File: src/rtl/core/trc_pkg.sv
// ----------------------------------------------------------------------------
// trc_pkg
// Shared types, constants and the arctangent lookup for the tilt risk
// classifier.
// ----------------------------------------------------------------------------
package trc_pkg;

  // CORDIC datapath widths
  localparam int CW       = 35;   // x/y working registers, signed
  localparam int AW       = 34;   // angle accumulator, degrees * 2^ACC_FRAC
  localparam int ACC_FRAC = 24;
  localparam int ATAN_W   = 30;
  localparam int TAB_IW   = 5;    // index width of the atan lookup (24 entries)

  // Root unit
  localparam int MAG_W       = 32;
  localparam int SQ_W        = 64;
  localparam int ROOT_ITERS  = 32;
  localparam int ROOT_CNT_W  = 5;
  localparam logic [SQ_W-1:0] ROOT_FIRST_BIT = 64'h4000_0000_0000_0000;

  // Normalizer: shifts of 16, 8, 4, 2, 1
  localparam int NORM_STEPS = 5;
  localparam int NORM_CNT_W = 3;
  localparam int NORM_SH_W  = 5;
  localparam logic [NORM_SH_W-1:0] NORM_FIRST_SH = 5'd16;
  localparam logic [MAG_W-1:0]     NORM_TOP      = 32'h8000_0000;

  // +180 degrees in accumulator units
  localparam logic signed [AW-1:0] ACC_180 = 34'sd3019898880;

  // Result layout
  localparam int SEQ_W      = 16;
  localparam int ROLL_W     = 17;
  localparam int PITCH_W    = 16;
  localparam int DOUT_W     = 16;
  localparam int RISK_W     = 2;
  localparam int OUT_DATA_W = 72;
  localparam int OUT_PAD_W  = OUT_DATA_W - (SEQ_W + ROLL_W + PITCH_W + DOUT_W + RISK_W);

  // APB
  localparam int APB_ADDR_W = 4;
  localparam int APB_DATA_W = 32;
  localparam int REG_IDX_W  = 2;
  localparam logic [REG_IDX_W-1:0] REG_TILT_LIMIT = 2'd0;
  localparam logic [REG_IDX_W-1:0] REG_EMERGENCY  = 2'd1;
  localparam logic [REG_IDX_W-1:0] REG_CAUTION    = 2'd2;

  localparam int TILT_W = 8;
  localparam int DTH_W  = 16;
  localparam logic [TILT_W-1:0] TILT_RESET      = 8'd35;
  localparam logic [DTH_W-1:0]  EMERGENCY_RESET = 16'd280;
  localparam logic [DTH_W-1:0]  CAUTION_RESET   = 16'd550;

  typedef enum logic [RISK_W-1:0] {
    RISK_NORMAL    = 2'd0,
    RISK_CAUTION   = 2'd1,
    RISK_EMERGENCY = 2'd2
  } risk_t;

  typedef enum logic [3:0] {
    ST_IDLE,
    ST_ROLL_SETUP,
    ST_ROLL_NORM,
    ST_ROLL_START,
    ST_ROLL_WAIT,
    ST_PITCH_SETUP,
    ST_PITCH_NORM,
    ST_ROOT_START,
    ST_ROOT_WAIT,
    ST_PITCH_START,
    ST_PITCH_WAIT,
    ST_DONE
  } trc_state_t;

  typedef enum logic [1:0] {
    CD_IDLE,
    CD_RUN,
    CD_DONE
  } cd_state_t;

  typedef enum logic [2:0] {
    RT_IDLE,
    RT_SQ_A,
    RT_SQ_B,
    RT_SUM,
    RT_ITER,
    RT_DONE
  } rt_state_t;

  typedef struct packed {
    logic [TILT_W-1:0] tilt_limit_deg;
    logic [DTH_W-1:0]  emergency_distance_mm;
    logic [DTH_W-1:0]  caution_distance_mm;
  } cfg_regs_t;

  typedef struct packed {
    logic                   start;
    logic signed [CW-1:0]   y;
    logic signed [CW-1:0]   x;
    logic signed [AW-1:0]   acc;
  } cordic_req_t;

  // atan(2^-i) in degrees * 2^24, rounded to nearest
  function automatic logic [ATAN_W-1:0] atan_entry(input logic [TAB_IW-1:0] idx);
    logic [ATAN_W-1:0] v;
    case (idx)
      5'd0:  v = 30'd754974720;
      5'd1:  v = 30'd445687602;
      5'd2:  v = 30'd235489088;
      5'd3:  v = 30'd119537938;
      5'd4:  v = 30'd60000934;
      5'd5:  v = 30'd30029717;
      5'd6:  v = 30'd15018523;
      5'd7:  v = 30'd7509720;
      5'd8:  v = 30'd3754917;
      5'd9:  v = 30'd1877466;
      5'd10: v = 30'd938734;
      5'd11: v = 30'd469367;
      5'd12: v = 30'd234684;
      5'd13: v = 30'd117342;
      5'd14: v = 30'd58671;
      5'd15: v = 30'd29335;
      5'd16: v = 30'd14668;
      5'd17: v = 30'd7334;
      5'd18: v = 30'd3667;
      5'd19: v = 30'd1833;
      5'd20: v = 30'd917;
      5'd21: v = 30'd458;
      5'd22: v = 30'd229;
      5'd23: v = 30'd115;
      default: v = '0;
    endcase
    return v;
  endfunction

endpackage

File: src/rtl/core/trc_cfg.sv
// ----------------------------------------------------------------------------
// trc_cfg
// APB register file: tilt limit and the two distance thresholds.
// ----------------------------------------------------------------------------
module trc_cfg import trc_pkg::*; (
  input  logic                  clk,
  input  logic                  rst,
  input  logic                  psel,
  input  logic                  penable,
  input  logic                  pwrite,
  input  logic [APB_ADDR_W-1:0] paddr,
  input  logic [APB_DATA_W-1:0] pwdata,
  output logic [APB_DATA_W-1:0] prdata,
  output cfg_regs_t             regs
);

  logic [REG_IDX_W-1:0] idx;
  logic                 wr_en;

  assign idx   = paddr[APB_ADDR_W-1:2];
  assign wr_en = psel && penable && pwrite;

  always_ff @(posedge clk) begin
    if (rst) begin
      regs.tilt_limit_deg        <= TILT_RESET;
      regs.emergency_distance_mm <= EMERGENCY_RESET;
      regs.caution_distance_mm   <= CAUTION_RESET;
    end else if (wr_en) begin
      unique case (idx)
        REG_TILT_LIMIT: regs.tilt_limit_deg        <= pwdata[TILT_W-1:0];
        REG_EMERGENCY:  regs.emergency_distance_mm <= pwdata[DTH_W-1:0];
        REG_CAUTION:    regs.caution_distance_mm   <= pwdata[DTH_W-1:0];
        default: ;
      endcase
    end
  end

  always_comb begin
    unique case (idx)
      REG_TILT_LIMIT: prdata = APB_DATA_W'(regs.tilt_limit_deg);
      REG_EMERGENCY:  prdata = APB_DATA_W'(regs.emergency_distance_mm);
      REG_CAUTION:    prdata = APB_DATA_W'(regs.caution_distance_mm);
      default:        prdata = '0;
    endcase
  end

endmodule

File: config.mk
export PLATFORM = sky130hd
export DESIGN_NAME = trc_cfg
export DESIGN_NICKNAME = d
export VERILOG_FILES = /design/src/rtl/core/trc_pkg.sv /design/src/rtl/core/trc_cfg.sv
export SDC_FILE = /design/constraint.sdc
export NUM_CORES = 1
export LEC_CHECK = 0
export BUFFER_PORTS_ARGS = -buffer_cell sky130_fd_sc_hd__buf_2
export CAP_MARGIN = 40
export CORE_AREA = 2 2 77 64
export CTS_CLUSTER_DIAMETER = 120
export DETAILED_ROUTE_END_ITERATION = 12
export DIE_AREA = 0 0 79 66
export HOLD_SLACK_MARGIN = 0.02
export PLACE_DENSITY = 0.83
export SETUP_SLACK_MARGIN = 0.05
export SLEW_MARGIN = 10
export SYNTH_ARGS = -nofsm -noshare
export SYNTH_HDL_FRONTEND = slang
export SYNTH_SLANG_ARGS = --single-unit
File: constraint.sdc
create_clock -name clk -period 1.7 [get_ports clk]
set_clock_uncertainty 0.1 [all_clocks]
set_input_delay 0.17 -clock clk [delete_from_list [all_inputs] [get_ports clk]]
set_output_delay 0.17 -clock clk [all_outputs]
set_load 0.02 [all_outputs]
==> qor.txt <==
Tot Pwr = 1.844 mW
Core Rows = 22
Hold Path Depth = 3
Worst setup SP type = flip-flop
HPWL after DPL = 3315 um
H-Tree Depth = 2
Number of synthesized flops with an enable pin = 0
Max reg flops = 40
Layout cells sized above 1 = 33.78%
Hold Crit Class = in -> reg
CTS hold repair buffers = 0
Die height = 66 um
Slew Limit Fails = 0
Synth cell types = 20
CTS sink cnt = 40
Post-layout util = 57.44%
Fin Hold WS = 0.05654 ns
CTS resizes = 0
Final instance area = 0.002561 sq mm
Final nets = 336
DRT Wirelength = 4399 um
Yosys top cell area share = 38.76%
Final setup TNS = 0 ns
Gr ovfl total = 0
Port Buffers = 78
Top reg by flops = regs
Setup Viol. Count Final = 0
Largest net degree at the start of global routing = 44
Yosys reg bits = 40
Post-synth ARST share = 0%
DP Area = 0.002469 sq mm
Total track usage = 17.05%
Tcrit/Tclk final = 80.34%
Arrival @ worst endpoint = 1.10 ns
Final Worst Setup Slack = 0.3342 ns
Achievable Freq = 0.7322 GHz
Top_reg_cell synth = dfxtp_1
Number of global-route vias before repair = 1,482
Post-Place Worst Slack = 0.2080 ns
Power per cell area = 719.8 mW/mm^2
Largest regs = regs x40
Initial antenna violation count = 0
Clock Latency Late Sink = 0.28 ns
Core region area = 0.004459 sq mm
Synth warn = 0
Min-delay src = pwdata[1]
DRT iter0 DRCs = 42
# diodes = 0
Reg-to-reg slack, setup = 0.96 ns
Area Growth Syn to Fin = 23.99%
Min Tclk post-route = 1.366 ns
Post-synthesis area per instance = 9.564 sq um
Top-count cell post-synth = mux2i_1
Largest area contributor in the netlist = dfxtp_1
WP data required = 1.43 ns
Netlist Area Pre-Place = 0.002066 sq mm
Die ar. = 0.005214 sq mm
Longest Clk Path Bufs = 2
Maximum Capacitance Violations = 0
R2R cell count = 2
First-pass GRT wire length = 6886 um
Status = finished, final reports clean
Final Hold Vio Count = 0
Remaining routing DRC violations = 0
Worst-path clk slew = 0.07 ns
DR vias = 1,688
Root Buffer = clkbuf_8
RSZ-0062 raised after global routing = false
GP Congestion = 0.7467
Critical path type = reg -> out
P_leak = 1.269 nW
Final ANT Viol Nets = 0
TritonCTS clock tree = yes
Die X = 79 um
# IOs = 113
Placed insts = 348
Synth area leaders = dfxtp_1 (39%), mux2i_1 (23%), nand2b_1 (14%), buf_4 (6.2%), a22o_1 (3.4%)
Critical R2R Launch = regs[1]$_SDFFE_PP1P_
Pre-antenna DRT Iters = 4
Cells after synthesis = 216
Starting density of the core = 46.32%
Final non-filler cell total = 356
CTS Buf Count = 5
CP startpoint = regs[36]$_SDFFE_PP0P_
Setup Fix Bufs, Post-CTS = 0
VDD IR max = 0.4910 mV
Sequential share of the synthesized area = 38.76%
CP endpoint kind = primary output
Maximum fanout along the worst path = 3
Routed vias/inst = 4.742
Top cells by count, synth = mux2i_1 (48), nand2b_1 (46), dfxtp_1 (40)
Wire per inst = 12.36 um
==> area by class of cell <==
type | count | area [sq um]
flip-flops and latches | 40 | 800.8
fillers | 429 | 1898
clock inverters | 2 | 10.01
multi-input cells | 160 | 1115
repair buffers | 88 | 478.0
well taps | 60 | 75.07
clock buffers | 6 | 82.58
==> path summary, 6_finish.rpt <==
path | to
max | prdata[4]
min | regs[17]$_SDFFE_PP0P_
max reg2reg | regs[1]$_SDFFE_PP1P_
min reg2reg | regs[11]$_SDFFE_PP0P_
==> cell usage in the layout, fill, tap and decap left out <==
cell      Yosys  final
buf_12        0      1
nor3b_2       0      1
dfxtp_1      40     40
mux2i_1      48     48
or3_1         1      1
nand3_2       1      1
nor2_1       18     18
conb_1        1     16
buf_2         4     78
clkinv_2      0      2
nand4_2       1      1
nand2_1       8      8
nand2b_1     46     46
o21ai_0       8      8
clkbuf_8      0      6
nor2b_1       2      2
a22o_1        8      8
nor3b_4       1      1
nand4_1       1      1
buf_4        17      9
==> kinds of logic (layout without fill, tap and decap cells) <==
family          after synthesis  count (layout)  share of synthesized area [%]
other cells                   1              16                         0.1815
flops                        40              40                          38.76
mux                          48              48                          23.26
compound gates               16              16                          5.330
simple gates                 80              80                          22.23
buf+inv                      31              96                          10.24
==> routing by layer <==
metal  GRT usage [%]  routed length [um]
met5               0                   0
met4           4.526                  33
met3           4.508                 260
met2           28.18                2090
met1           22.12                2014
==> power breakdown <==
group,leakage (nW),switching (mW),internal [mW]
clock,0.0510,0.302,0.323
sequential,0.323,0.00914,0.949
combinational,0.895,0.160,0.100
==> critical path, cell delays in order (launching register included) <==
cell,delay (ns)
dfxtp_1,0.37
mux2i_1,0.08
o21ai_0,0.17
buf_2,0.19
Note: power is estimated with default switching activity, not from simulation.
