--- src/rtl/core/trc_pkg.sv ---
// ----------------------------------------------------------------------------
// trc_pkg
// Shared types, constants and the arctangent lookup for the tilt risk
// classifier.
// ----------------------------------------------------------------------------
package trc_pkg;

  // CORDIC datapath widths
  localparam int CW       = 35;   // x/y working registers, signed
  localparam int AW       = 34;   // angle accumulator, degrees * 2^ACC_FRAC
  localparam int ACC_FRAC = 24;
  localparam int ATAN_W   = 30;
  localparam int TAB_IW   = 5;    // index width of the atan lookup (24 entries)

  // Root unit
  localparam int MAG_W       = 32;
  localparam int SQ_W        = 64;
  localparam int ROOT_ITERS  = 32;
  localparam int ROOT_CNT_W  = 5;
  localparam logic [SQ_W-1:0] ROOT_FIRST_BIT = 64'h4000_0000_0000_0000;

  // Normalizer: shifts of 16, 8, 4, 2, 1
  localparam int NORM_STEPS = 5;
  localparam int NORM_CNT_W = 3;
  localparam int NORM_SH_W  = 5;
  localparam logic [NORM_SH_W-1:0] NORM_FIRST_SH = 5'd16;
  localparam logic [MAG_W-1:0]     NORM_TOP      = 32'h8000_0000;

  // +180 degrees in accumulator units
  localparam logic signed [AW-1:0] ACC_180 = 34'sd3019898880;

  // Result layout
  localparam int SEQ_W      = 16;
  localparam int ROLL_W     = 17;
  localparam int PITCH_W    = 16;
  localparam int DOUT_W     = 16;
  localparam int RISK_W     = 2;
  localparam int OUT_DATA_W = 72;
  localparam int OUT_PAD_W  = OUT_DATA_W - (SEQ_W + ROLL_W + PITCH_W + DOUT_W + RISK_W);

  // APB
  localparam int APB_ADDR_W = 4;
  localparam int APB_DATA_W = 32;
  localparam int REG_IDX_W  = 2;
  localparam logic [REG_IDX_W-1:0] REG_TILT_LIMIT = 2'd0;
  localparam logic [REG_IDX_W-1:0] REG_EMERGENCY  = 2'd1;
  localparam logic [REG_IDX_W-1:0] REG_CAUTION    = 2'd2;

  localparam int TILT_W = 8;
  localparam int DTH_W  = 16;
  localparam logic [TILT_W-1:0] TILT_RESET      = 8'd35;
  localparam logic [DTH_W-1:0]  EMERGENCY_RESET = 16'd280;
  localparam logic [DTH_W-1:0]  CAUTION_RESET   = 16'd550;

  typedef enum logic [RISK_W-1:0] {
    RISK_NORMAL    = 2'd0,
    RISK_CAUTION   = 2'd1,
    RISK_EMERGENCY = 2'd2
  } risk_t;

  typedef enum logic [3:0] {
    ST_IDLE,
    ST_ROLL_SETUP,
    ST_ROLL_NORM,
    ST_ROLL_START,
    ST_ROLL_WAIT,
    ST_PITCH_SETUP,
    ST_PITCH_NORM,
    ST_ROOT_START,
    ST_ROOT_WAIT,
    ST_PITCH_START,
    ST_PITCH_WAIT,
    ST_DONE
  } trc_state_t;

  typedef enum logic [1:0] {
    CD_IDLE,
    CD_RUN,
    CD_DONE
  } cd_state_t;

  typedef enum logic [2:0] {
    RT_IDLE,
    RT_SQ_A,
    RT_SQ_B,
    RT_SUM,
    RT_ITER,
    RT_DONE
  } rt_state_t;

  typedef struct packed {
    logic [TILT_W-1:0] tilt_limit_deg;
    logic [DTH_W-1:0]  emergency_distance_mm;
    logic [DTH_W-1:0]  caution_distance_mm;
  } cfg_regs_t;

  typedef struct packed {
    logic                   start;
    logic signed [CW-1:0]   y;
    logic signed [CW-1:0]   x;
    logic signed [AW-1:0]   acc;
  } cordic_req_t;

  // atan(2^-i) in degrees * 2^24, rounded to nearest
  function automatic logic [ATAN_W-1:0] atan_entry(input logic [TAB_IW-1:0] idx);
    logic [ATAN_W-1:0] v;
    case (idx)
      5'd0:  v = 30'd754974720;
      5'd1:  v = 30'd445687602;
      5'd2:  v = 30'd235489088;
      5'd3:  v = 30'd119537938;
      5'd4:  v = 30'd60000934;
      5'd5:  v = 30'd30029717;
      5'd6:  v = 30'd15018523;
      5'd7:  v = 30'd7509720;
      5'd8:  v = 30'd3754917;
      5'd9:  v = 30'd1877466;
      5'd10: v = 30'd938734;
      5'd11: v = 30'd469367;
      5'd12: v = 30'd234684;
      5'd13: v = 30'd117342;
      5'd14: v = 30'd58671;
      5'd15: v = 30'd29335;
      5'd16: v = 30'd14668;
      5'd17: v = 30'd7334;
      5'd18: v = 30'd3667;
      5'd19: v = 30'd1833;
      5'd20: v = 30'd917;
      5'd21: v = 30'd458;
      5'd22: v = 30'd229;
      5'd23: v = 30'd115;
      default: v = '0;
    endcase
    return v;
  endfunction

endpackage

--- src/rtl/core/trc_cordic.sv ---
// ----------------------------------------------------------------------------
// trc_cordic
// Vectoring CORDIC, one micro-rotation per cycle, shared by roll and pitch.
// Angle out is rounded to ANGLE_FRAC_BITS and clamped to +-180 degrees.
// ----------------------------------------------------------------------------
module trc_cordic import trc_pkg::*; #(
  parameter int ANGLE_FRAC_BITS = 8,
  parameter int CORDIC_STEPS    = 16
) (
  input  logic                              clk,
  input  logic                              rst,
  input  cordic_req_t                       req,
  output logic                              done,
  output logic signed [ANGLE_FRAC_BITS+8:0] angle
);

  localparam int IW    = (CORDIC_STEPS > 1) ? $clog2(CORDIC_STEPS) : 1;
  localparam int ANG_W = ANGLE_FRAC_BITS + 9;
  localparam int RSH   = ACC_FRAC - ANGLE_FRAC_BITS;
  localparam logic [IW-1:0]        LAST = IW'(CORDIC_STEPS - 1);
  localparam logic signed [AW-1:0] HALF = AW'(longint'(1) << (RSH - 1));
  localparam logic signed [AW-1:0] LIM  = AW'(longint'(180) << ANGLE_FRAC_BITS);

  cd_state_t state, state_next;

  logic [IW-1:0]        step;
  logic signed [CW-1:0] x, y, xs, ys;
  logic signed [AW-1:0] acc, tab, acc_rnd, acc_q;

  assign xs      = x >>> step;
  assign ys      = y >>> step;
  assign tab     = AW'(atan_entry(TAB_IW'(step)));
  assign acc_rnd = acc + HALF;
  assign acc_q   = acc_rnd >>> RSH;

  always_comb begin
    if (acc_q > LIM)       angle = LIM[ANG_W-1:0];
    else if (acc_q < -LIM) angle = ANG_W'(-LIM);
    else                   angle = acc_q[ANG_W-1:0];
  end

  always_comb begin
    state_next = state;
    unique case (state)
      CD_IDLE: if (req.start) state_next = CD_RUN;
      CD_RUN:  if (step == LAST) state_next = CD_DONE;
      CD_DONE: state_next = CD_IDLE;
      default: state_next = CD_IDLE;
    endcase
  end

  always_comb begin
    done = (state == CD_DONE);
  end

  always_ff @(posedge clk) begin
    if (rst) state <= CD_IDLE;
    else     state <= state_next;
  end

  always_ff @(posedge clk) begin
    if (state == CD_IDLE && req.start) begin
      y    <= req.y;
      x    <= req.x;
      acc  <= req.acc;
      step <= '0;
    end else if (state == CD_RUN) begin
      if (!y[CW-1]) begin
        x   <= x + ys;
        y   <= y - xs;
        acc <= acc + tab;
      end else begin
        x   <= x - ys;
        y   <= y + xs;
        acc <= acc - tab;
      end
      step <= step + IW'(1);
    end
  end

endmodule

--- config.mk ---
export PLATFORM = sky130hd
export DESIGN_NAME = trc_cordic
export DESIGN_NICKNAME = d
export VERILOG_FILES = /design/src/rtl/core/trc_pkg.sv /design/src/rtl/core/trc_cordic.sv
export SDC_FILE = /design/constraint.sdc
export NUM_CORES = 1
export LEC_CHECK = 0
export BUFFER_PORTS_ARGS = -buffer_cell sky130_fd_sc_hd__buf_2
export CAP_MARGIN = 20
export CORE_UTILIZATION = 40
export DETAILED_ROUTE_END_ITERATION = 10
export MAX_ROUTING_LAYER = met4
export SYNTH_ARGS = -nofsm -noshare
export SYNTH_HDL_FRONTEND = slang
export SYNTH_SLANG_ARGS = --single-unit
--- constraint.sdc ---
create_clock -name clk -period 18.45 [get_ports clk]
set_input_delay 0.9225 -clock clk [delete_from_list [all_inputs] [get_ports clk]]
set_output_delay 0.9225 -clock clk [all_outputs]
set_load 0.03 [all_outputs]
==> impl_metrics.csv <==
group,metric,value,unit
status,outcome,"complete, no violations",
yosys,netlist_area,17900,µm²
drt,via_per_inst,5.96,
clocking,clock_sinks,140,
drt,drc,0,
floorplan,core-area,44200,µm²
drt,ant_nets,0,
clocking,post_cts.repair.setup_buffers,0,
floorplan,start_util,40.5,%
yosys,synth_warnings,0,
floorplan,io_pins,125,
clocking,clk_pin_slew,0.07,ns
timing,tns,0,ns
setup_path,worstReg2RegEnd,"x[33]$_DFFE_PP_",
clocking,cts_resized,0,
run,max-cap-violations,0,
drt,wirelength,54100,µm
cells_and_area,syn2layout_area_growth,7.84,%
timing,rsz0062_at_grt,"no",
grt,grt_pass1_wl,85400,µm
drt,vias,16694,
clocking,hold_buffers,0,
min_path,min_to,"state[0]$_SDFFE_PP0P_",
place,place_congestion,0.924,
setup_path,crit_path_end_kind,"flop",
yosys,syn_area_per_cell,8.31,µm²
yosys,synth-edff-count,104,
setup_path,reg2regPathDepth,21,
setup_path,worstPathRequired,18.65,ns
drt,drtPass1Iterations,6,
floorplan,die-area,45600,µm²
clocking,clk_latency,0.47,ns
place,dp.cells,2767,
min_path,holdPathStages,2,
drt,first_iter_violations,1387,
cells_and_area,layout.nets,2418,
floorplan,row_count,77,
min_path,holdCritPathClass,"input port to flop",
yosys,syn_nets,2379,
setup_path,r2r_slack,11.45,ns
floorplan,die-width,214,µm
setup_path,rr_startpoint,"step[0]$_SDFFE_PP0P_",
yosys,synthFlopType,"edfxtp_1",
floorplan,die_h,214,µm
yosys,seq_area_frac_synth,21.5,%
grt,first_global_vias,15957,
min_path,hold_start,"rst",
setup_path,crit_arrival,7.20,ns
timing,setup_violations,0,
grt,grt_start_max_net_pins,70,
drt,wl_per_cell,19.3,µm
clocking,cts_made_buffers,17,
clocking,cts_root_buffer,"clkbuf_16",
setup_path,start_kind,"flop",
cells_and_area,final-instance-count-excl-fill,2800,
grt,grt-ovfl-total,0,
clocking,cts_max_level,4,
timing,fin_skew,0.0147,ns
place,place_area,18700,µm²
cells_and_area,final_area,19300,µm²
timing,hold_viol_final,0,
grt,antenna_found_initial,1,
yosys,ys_types,102,
cells_and_area,drive_gt1_share,14.4,%
setup_path,path_class,"flop to flop",
clocking,clockBufferDepth,2,
timing,slew_headroom,37.0,%
place,dp_hpwl,40400,µm
timing,fmax,0.143,GHz
timing,period_minus_slack,7.00,ns
yosys,ys_seq_elements,140,
timing,worst_pin_slew,0.938,ns
timing,timing.final.crit_share,38.0,%
grt,grt_use_total,24.6,%
place,portBuffers,124,
setup_path,cp_max_fo,57,
timing,finalMaxSlewViolations,0,
clocking,cts_tree,"done",
yosys,syn_inst,2155,
yosys,synth-async-reset-ratio,0,%
-- critical path, stage by stage (launching register included) --
cell	delay, ns
dfxtp_4	0.74
buf_4	0.68
inv_2	0.26
and2_0	0.23
nor4bb_1	0.31
a41o_1	0.23
and3_1	0.39
and3b_1	0.26
a211oi_1	0.09
a31oi_1	0.19
o21ai_0	0.12
ha_1	0.39
a21o_1	0.22
a21o_1	0.17
a2111oi_0	0.62
o311ai_1	0.21
o311a_1	0.36
a31o_2	0.27
or4_1	0.42
a31oi_1	0.22
xor2_1	0.17
o21ai_1	0.07
-- metal layers --
| layer | global-route usage (%) | share of wire [%] |
|---|---|---|
| met1 | 29.0 | 42 |
| met2 | 42.9 | 51 |
| met3 | 2.86 | 4.0 |
| met4 | 8.79 | 3.0 |
| met5 | - | 0 |
-- state kept, by name (all words and copies together), names as in the netlist --
signal	flops
x	35
state	2
acc	34
y	35
tab	30
step	4
-- cells in the mapped netlist (16+ instances only) --
master	instances	area, µm²
nand2_1	229	860
nor2_1	218	818
a21oi_1	209	1050
o21ai_0	141	706
ha_1	114	1430
xnor2_1	114	998
edfxtp_1	104	3120
xor2_1	77	674
mux2i_1	75	751
mux4_2	67	1510
clkbuf_1	63	236
a21o_1	61	458
inv_1	57	214
nor3_1	42	210
nand3_1	41	205
a31oi_1	40	250
dfxtp_1	36	721
and3_1	28	175
mux2_2	28	315
nor2b_1	27	169
o211ai_1	25	188
nand2b_1	22	138
o21a_1	21	158
buf_6	19	214
a211oi_1	18	135
nand4_1	17	106
o31ai_1	17	128
buf_2	16	80.1
-- metrics by stage --
step | worst slack [ns] | hold slack [ns] | util (%)
floorplan | 11.91 | 0.623 | -
global placement | 11.75 | 0.689 | 42.4
detailed placement | 11.60 | 0.696 | 42.4
CTS | 11.54 | 0.662 | 43.7
global route | 10.95 | 0.676 | 43.7
finish | 11.45 | 0.678 | 43.7
-- cell families after synthesis --
kind of cell / share of synthesized area (%)
AND/OR/NAND/NOR: 18.8
AO/OA/AOI/OAI: 22.5
flip-flops: 21.5
XOR/XNOR: 9.34
buffers and inverters: 4.99
adder cells (fa/ha/maj): 8.30
multiplexers: 14.6
-- cells in the final DEF (no fill, tap or decap), types with 19 or more instances in the layout --
cell type	count
nand2_1	229
nor2_1	218
a21oi_1	209
o21ai_0	141
buf_2	124
xnor2_1	114
ha_1	114
edfxtp_1	104
xor2_1	77
mux2i_1	75
mux4_2	67
a21o_1	61
inv_1	56
nor3_1	42
nand3_1	41
a31oi_1	40
dfxtp_1	32
and3_1	28
mux2_2	28
nor2b_1	27
o211ai_1	25
nand2b_1	22
o21a_1	21
clkbuf_16	19
-- area by class of cell --
type / count / area (µm²)
Fill cell: 4444 / 24900
Sequential cell: 140 / 3860
Inverter: 61 / 234
Antenna cell: 1 / 2.50
Multi-Input combinational cell: 1836 / 13200
Tap cell: 592 / 741
Timing Repair Buffer: 138 / 726
Clock inverter: 11 / 81.3
Clock buffer: 21 / 493
-- worst max path at each step --
| stage | start | end | slack, ns | cells past startpoint |
|---|---|---|---|---|
| after floorplan | step[2]$_SDFFE_PP0P_ | x[33]$_DFFE_PP_ | 11.91 | 29 |
| after global placement | step[3]$_SDFFE_PP0P_ | x[33]$_DFFE_PP_ | 11.75 | 21 |
| after detailed placement | step[0]$_SDFFE_PP0P_ | x[33]$_DFFE_PP_ | 11.60 | 22 |
| after CTS | step[0]$_SDFFE_PP0P_ | x[33]$_DFFE_PP_ | 11.54 | 22 |
| after global routing | step[0]$_SDFFE_PP0P_ | x[33]$_DFFE_PP_ | 10.95 | 22 |
| final | step[0]$_SDFFE_PP0P_ | x[33]$_DFFE_PP_ | 11.45 | 21 |
Power is not shown: default switching activity piles up to over one toggle a cycle in this logic, so the estimate is an artifact.
