===== config.mk =====
export PLATFORM = sky130hd
export DESIGN_NAME = trc_isqrt
export DESIGN_NICKNAME = d
export VERILOG_FILES = /design/src/rtl/core/trc_pkg.sv /design/src/rtl/core/trc_isqrt.sv
export SDC_FILE = /design/constraint.sdc
export NUM_CORES = 2
export LEC_CHECK = 0
export ABC_AREA = 1
export BUFFER_PORTS_ARGS = -buffer_cell sky130_fd_sc_hd__buf_2
export CAP_MARGIN = 0
export CORE_UTILIZATION = 45
export CTS_CLUSTER_DIAMETER = 50
export DETAILED_ROUTE_END_ITERATION = 7
export GPL_ROUTABILITY_DRIVEN = 0
export GPL_TIMING_DRIVEN = 0
export PLACE_DENSITY = 0.68
export REMOVE_ABC_BUFFERS = 1
export SLEW_MARGIN = 20
export SYNTH_ARGS = -nofsm -noshare
export SYNTH_HDL_FRONTEND = slang
export SYNTH_SLANG_ARGS = --single-unit

===== constraint.sdc =====
create_clock -name clk -period 7.54 [get_ports clk]
set_input_delay 1.508 -clock clk [delete_from_list [all_inputs] [get_ports clk]]
set_output_delay 1.508 -clock clk [all_outputs]
set_load 0.03 [all_outputs]

===== src/rtl/core/trc_pkg.sv =====
// ----------------------------------------------------------------------------
// trc_pkg
// Shared types, constants and the arctangent lookup for the tilt risk
// classifier.
// ----------------------------------------------------------------------------
package trc_pkg;

  // CORDIC datapath widths
  localparam int CW       = 35;   // x/y working registers, signed
  localparam int AW       = 34;   // angle accumulator, degrees * 2^ACC_FRAC
  localparam int ACC_FRAC = 24;
  localparam int ATAN_W   = 30;
  localparam int TAB_IW   = 5;    // index width of the atan lookup (24 entries)

  // Root unit
  localparam int MAG_W       = 32;
  localparam int SQ_W        = 64;
  localparam int ROOT_ITERS  = 32;
  localparam int ROOT_CNT_W  = 5;
  localparam logic [SQ_W-1:0] ROOT_FIRST_BIT = 64'h4000_0000_0000_0000;

  // Normalizer: shifts of 16, 8, 4, 2, 1
  localparam int NORM_STEPS = 5;
  localparam int NORM_CNT_W = 3;
  localparam int NORM_SH_W  = 5;
  localparam logic [NORM_SH_W-1:0] NORM_FIRST_SH = 5'd16;
  localparam logic [MAG_W-1:0]     NORM_TOP      = 32'h8000_0000;

  // +180 degrees in accumulator units
  localparam logic signed [AW-1:0] ACC_180 = 34'sd3019898880;

  // Result layout
  localparam int SEQ_W      = 16;
  localparam int ROLL_W     = 17;
  localparam int PITCH_W    = 16;
  localparam int DOUT_W     = 16;
  localparam int RISK_W     = 2;
  localparam int OUT_DATA_W = 72;
  localparam int OUT_PAD_W  = OUT_DATA_W - (SEQ_W + ROLL_W + PITCH_W + DOUT_W + RISK_W);

  // APB
  localparam int APB_ADDR_W = 4;
  localparam int APB_DATA_W = 32;
  localparam int REG_IDX_W  = 2;
  localparam logic [REG_IDX_W-1:0] REG_TILT_LIMIT = 2'd0;
  localparam logic [REG_IDX_W-1:0] REG_EMERGENCY  = 2'd1;
  localparam logic [REG_IDX_W-1:0] REG_CAUTION    = 2'd2;

  localparam int TILT_W = 8;
  localparam int DTH_W  = 16;
  localparam logic [TILT_W-1:0] TILT_RESET      = 8'd35;
  localparam logic [DTH_W-1:0]  EMERGENCY_RESET = 16'd280;
  localparam logic [DTH_W-1:0]  CAUTION_RESET   = 16'd550;

  typedef enum logic [RISK_W-1:0] {
    RISK_NORMAL    = 2'd0,
    RISK_CAUTION   = 2'd1,
    RISK_EMERGENCY = 2'd2
  } risk_t;

  typedef enum logic [3:0] {
    ST_IDLE,
    ST_ROLL_SETUP,
    ST_ROLL_NORM,
    ST_ROLL_START,
    ST_ROLL_WAIT,
    ST_PITCH_SETUP,
    ST_PITCH_NORM,
    ST_ROOT_START,
    ST_ROOT_WAIT,
    ST_PITCH_START,
    ST_PITCH_WAIT,
    ST_DONE
  } trc_state_t;

  typedef enum logic [1:0] {
    CD_IDLE,
    CD_RUN,
    CD_DONE
  } cd_state_t;

  typedef enum logic [2:0] {
    RT_IDLE,
    RT_SQ_A,
    RT_SQ_B,
    RT_SUM,
    RT_ITER,
    RT_DONE
  } rt_state_t;

  typedef struct packed {
    logic [TILT_W-1:0] tilt_limit_deg;
    logic [DTH_W-1:0]  emergency_distance_mm;
    logic [DTH_W-1:0]  caution_distance_mm;
  } cfg_regs_t;

  typedef struct packed {
    logic                   start;
    logic signed [CW-1:0]   y;
    logic signed [CW-1:0]   x;
    logic signed [AW-1:0]   acc;
  } cordic_req_t;

  // atan(2^-i) in degrees * 2^24, rounded to nearest
  function automatic logic [ATAN_W-1:0] atan_entry(input logic [TAB_IW-1:0] idx);
    logic [ATAN_W-1:0] v;
    case (idx)
      5'd0:  v = 30'd754974720;
      5'd1:  v = 30'd445687602;
      5'd2:  v = 30'd235489088;
      5'd3:  v = 30'd119537938;
      5'd4:  v = 30'd60000934;
      5'd5:  v = 30'd30029717;
      5'd6:  v = 30'd15018523;
      5'd7:  v = 30'd7509720;
      5'd8:  v = 30'd3754917;
      5'd9:  v = 30'd1877466;
      5'd10: v = 30'd938734;
      5'd11: v = 30'd469367;
      5'd12: v = 30'd234684;
      5'd13: v = 30'd117342;
      5'd14: v = 30'd58671;
      5'd15: v = 30'd29335;
      5'd16: v = 30'd14668;
      5'd17: v = 30'd7334;
      5'd18: v = 30'd3667;
      5'd19: v = 30'd1833;
      5'd20: v = 30'd917;
      5'd21: v = 30'd458;
      5'd22: v = 30'd229;
      5'd23: v = 30'd115;
      default: v = '0;
    endcase
    return v;
  endfunction

endpackage


===== src/rtl/core/trc_isqrt.sv =====
// ----------------------------------------------------------------------------
// trc_isqrt
// floor(sqrt(a^2 + b^2)): one shared squarer, then one result bit per cycle.
// ----------------------------------------------------------------------------
module trc_isqrt import trc_pkg::*; (
  input  logic             clk,
  input  logic             rst,
  input  logic             start,
  input  logic [MAG_W-1:0] a,
  input  logic [MAG_W-1:0] b,
  output logic             done,
  output logic [MAG_W-1:0] root
);

  rt_state_t state, state_next;

  logic [MAG_W-1:0]      oa, ob, mul_op;
  logic [SQ_W-1:0]       prod, sq_a, sq_b, n, res, bitv, trial;
  logic [ROOT_CNT_W-1:0] cnt;
  logic                  take;

  assign prod  = {MAG_W'(0), mul_op} * {MAG_W'(0), mul_op};
  assign trial = res + bitv;
  assign take  = n >= trial;
  assign root  = res[MAG_W-1:0];

  always_comb begin
    state_next = state;
    unique case (state)
      RT_IDLE: if (start) state_next = RT_SQ_A;
      RT_SQ_A: state_next = RT_SQ_B;
      RT_SQ_B: state_next = RT_SUM;
      RT_SUM:  state_next = RT_ITER;
      RT_ITER: if (cnt == ROOT_CNT_W'(ROOT_ITERS - 1)) state_next = RT_DONE;
      RT_DONE: state_next = RT_IDLE;
      default: state_next = RT_IDLE;
    endcase
  end

  always_comb begin
    done   = (state == RT_DONE);
    mul_op = (state == RT_SQ_B) ? ob : oa;
  end

  always_ff @(posedge clk) begin
    if (rst) state <= RT_IDLE;
    else     state <= state_next;
  end

  always_ff @(posedge clk) begin
    case (state)
      RT_IDLE: begin
        if (start) begin
          oa   <= a;
          ob   <= b;
          res  <= '0;
          bitv <= ROOT_FIRST_BIT;
          cnt  <= '0;
        end
      end
      RT_SQ_A: sq_a <= prod;
      RT_SQ_B: sq_b <= prod;
      RT_SUM:  n    <= sq_a + sq_b;
      RT_ITER: begin
        if (take) begin
          n   <= n - trial;
          res <= (res >> 1) + bitv;
        end else begin
          res <= res >> 1;
        end
        bitv <= bitv >> 2;
        cnt  <= cnt + ROOT_CNT_W'(1);
      end
      default: ;
    endcase
  end

endmodule


==> impl_results.md <==
* Number of warnings printed during yosys synthesis at 0
* Global-route wire length before repair at ~340 mm
* Max-slew violations at 0
* Core Rows at 136
* TritonCTS clock tree: yes
* Chip width at 376 um
* Type of the worst setup path: flop to flop
* TritonCTS buffer count at 56
* Count of endpoints failing setup in the final report at 94
* Largest driver fanout on the critical path at 10
* Number of instances in the synthesized netlist at 8724
* Max cap viols at 0
* Endpoint of the worst setup timing path: sq_b[53]
* Clk slew on worst S/H paths at 0.06 ns
* Fraction of layout cells with a size suffix above 1 at 0.0999
* Die Outline Area at approximately 140000 um2
* Status: finished, violations left
* Via Count at 58.7k
* Achievable frequency at 122 MHz
* Share of synthesized area occupied by flip-flops and latches at 0.171
* Fill cell total of the finished layout at 12.9k
* HPWL Detailed at 166 mm
* Crit-path slowest cell: sky130_fd_sc_hd__fa_1
* Worst min path class: flop to flop
* Most heavily used metal layer in global routing: met2
* Pin slew with the least headroom to its limit at 1.15 ns
* Boundary pin count at 100
* Worst Path Arrival at 8.54 ns
* Pre-CTS setup slack at -2.22 ns
* Count of hold-fix buffers inserted at cts at 0
* Final critical-path share of the clock period at 1.08
* Cell mode on critical path: sky130_fd_sc_hd__fa_1
* Kind of launch point of the worst setup path: flop
* Master cell of the clock root buffer: sky130_fd_sc_hd__clkbuf_16
* Met2 Usage GRT at 0.513
* Iteration count of the initial detailed-routing pass at 8
* DRT iter0 DRCs at 5619
* Required @ worst endpoint at 7.92 ns
* Largest stage delay on the critical path at about 0.56 ns
* Slack of the worst reg-to-reg path at -0.62 ns
* Port Buffers at roughly 100
* Met1 Use GR at 0.351
* Detailed-route wire length per cell at 20.5 um
* Drc violations at 2
* Layout Area Growth over Synthesis at 14.5%
* Most common flop cell mapped by yosys: sky130_fd_sc_hd__edfxtp_1
* Met3 global-route usage at 0.0720
* CP endpoint kind: flop
* RSZ-0062 raised after global routing: true
* Total routed wirelength at around 220 mm
* Final ANT Viol Nets at 0
* Clock Skews at ~0.1 ns
* Mean cell area of the mapped netlist at 7.20 um2
* GR Util All Layers at 0.312
* Tmin final at a little over 8 ns
* Worst r2r dst: sq_b[53]
* Final setup slack of the worst path at -0.623 ns
* Share of synthesized registers carrying an async set or reset at 0
* Initial antenna violation count at 4
* Via count of the first global-routing pass at 60.5k
* Distinct cell type count after synthesis at 50
* CTS sink count at approximately 360
* Mean number of vias per cell at ~5.4
* Number of synthesized register bits at 358
* Violated checks: DRC, setup timing
* Insertion delay of the later-clocked pin in the worst-skew pair at 0.73 ns
* Final hold violations at 0
* Maximum number of pins on one net before global-route repair at 69
* Count of flip-flops with a built-in enable after synthesis at about 360
* Core Footprint at 138000 um2
* Worst hold margin at 0.609 ns
* Final layout net count at approximately 10k
* Maximum root-to-sink buffer count at 3
* Sum of overflow across all layers after global routing at 0
* Critical path origin: state[0]
* Netlist Area Pre-Place at ~63000 um2
* Vert. Die Dim at about 380 um
* Reg2Reg Depth at 29
* Starting density of the core at 0.455
* Relative slew slack at 0.229
* Level count of the clock H-tree at 2
* Critical R2R Launch: state[0]
synthesized netlist by cell type (all sizes together), types with 5 or more instances:
| cell | number | area [um2] |
|---|---|---|
| a21boi | 8 | 60.1 |
| a21o | 20 | 150 |
| a21oi | 370 | 1860 |
| a31o | 7 | 61.3 |
| a31oi | 7 | 43.8 |
| and2 | 8 | 50.1 |
| buf | 114 | 674 |
| clkbuf | 67 | 251 |
| edfxtp | 355 | 10700 |
| fa | 795 | 15900 |
| ha | 482 | 6030 |
| inv | 2088 | 7840 |
| nand2 | 2219 | 8350 |
| nand3 | 427 | 2140 |
| nand3b | 46 | 345 |
| nand4 | 62 | 388 |
| nor2 | 1042 | 3930 |
| nor3 | 61 | 310 |
| nor4 | 8 | 50.1 |
| o211ai | 5 | 37.5 |
| o21a | 5 | 37.5 |
| o21ai | 262 | 1380 |
| o21bai | 62 | 465 |
| or2 | 13 | 81.3 |
| xnor2 | 49 | 429 |
| xor2 | 124 | 1090 |
stage by stage:
| step | area, um2 | util | instances | TNS, ns |
|---|---|---|---|---|
| detailed placement | 65400 | 0.474 | 10500 | -181.22 |
| floorplan | 61900 | - | 8543 | -206.83 |
| global placement | 64700 | 0.469 | 10500 | -1315.72 |
| CTS | 70800 | 0.513 | 10800 | -24.46 |
| global route | 71900 | 0.521 | 10800 | -58.62 |
| finish | 71900 | 0.521 | 10800 | -40.59 |
area by class of cell:
cell class	instances	area, um2	area share
Inverter	2090	8110	0.113
Timing Repair Buffer	319	3220	0.0448
Tap cell	1863	2330	0.0324
Clock inverter	42	494	0.00687
Clock buffer	63	1430	0.0199
Timing Repair inverter	16	154	0.00214
Sequential cell	358	10700	0.149
Multi-Input combinational cell	6095	45400	0.632
Antenna cell	1	2.50	0.0000348
critical path, delay by kind of cell (launching register included):
family,cells,cell delay (ns)
AND/OR/NAND/NOR,7,0.93
adder cells (fa/ha/maj),9,4.43
AO/OA/AOI/OAI,4,0.87
buffers and inverters,9,1.16
flip-flops,1,0.36
flip-flops by register name, summed over array words and instances (netlist names):
name   cells
sq_a      63
res       64
oa        32
ob        32
n         64
state      3
bitv      32
cnt        5
sq_b      63
cells in the final DEF, fill, tap and decap left out, drive strengths merged, types with 5 or more instances in the layout:
cell / n
a21boi: 8
a21o: 20
a21oi: 370
a31o: 7
a31oi: 7
and2: 8
buf: 317
clkbuf: 63
clkinv: 25
clkinvlp: 15
edfxtp: 355
fa: 795
ha: 482
inv: 2105
nand2: 2219
nand3: 427
nand3b: 46
nand4: 62
nor2: 1042
nor3: 61
nor4: 8
o211ai: 5
o21a: 5
o21ai: 262
o21bai: 62
or2: 13
xnor2: 49
xor2: 124
how the worst min path moves through the flow:
| stage | slack [ns] | startpoint | end | cells past startpoint |
|---|---|---|---|---|
| 6_report | 0.61 | cnt[0] | cnt[0] | 1 |
| 5_1_grt | 0.63 | cnt[0] | cnt[0] | 1 |
| 4_1_cts | 0.61 | cnt[0] | cnt[0] | 1 |
| 3_5_place_dp | 0.60 | cnt[0] | cnt[0] | 1 |
| 3_3_place_gp | 0.53 | state[0] | state[2] | 2 |
| 2_1_floorplan | 0.50 | state[0] | state[2] | 2 |
what timing repair did:
item,4_1_cts,5_1_grt
setup buffers,143,40
cloned,19,5
pin swaps,96,63
resized for setup,488,193
endpoints found under the setup margin,108,103
routing by layer:
layer,vias up,share of wire
li1,26900,-
met1,27500,0.35
met2,3185,0.46
met3,1103,0.098
met4,6,0.096
met5,-,0.00016
cell families (layout without fill, tap and decap cells):
family,count (synthesis),after routing,synth area share
compound gates,753,753,0.0661
fa+ha+maj,1277,1277,0.350
other cells,0,1,0
simple gates,3892,3892,0.250
xor+xnor,173,173,0.0241
buf+inv,2271,2530,0.140
flops,358,358,0.171
Power is left out: the tool's default activity adds up to more than one toggle a clock period on the data nets, which glitch-free logic cannot reach.
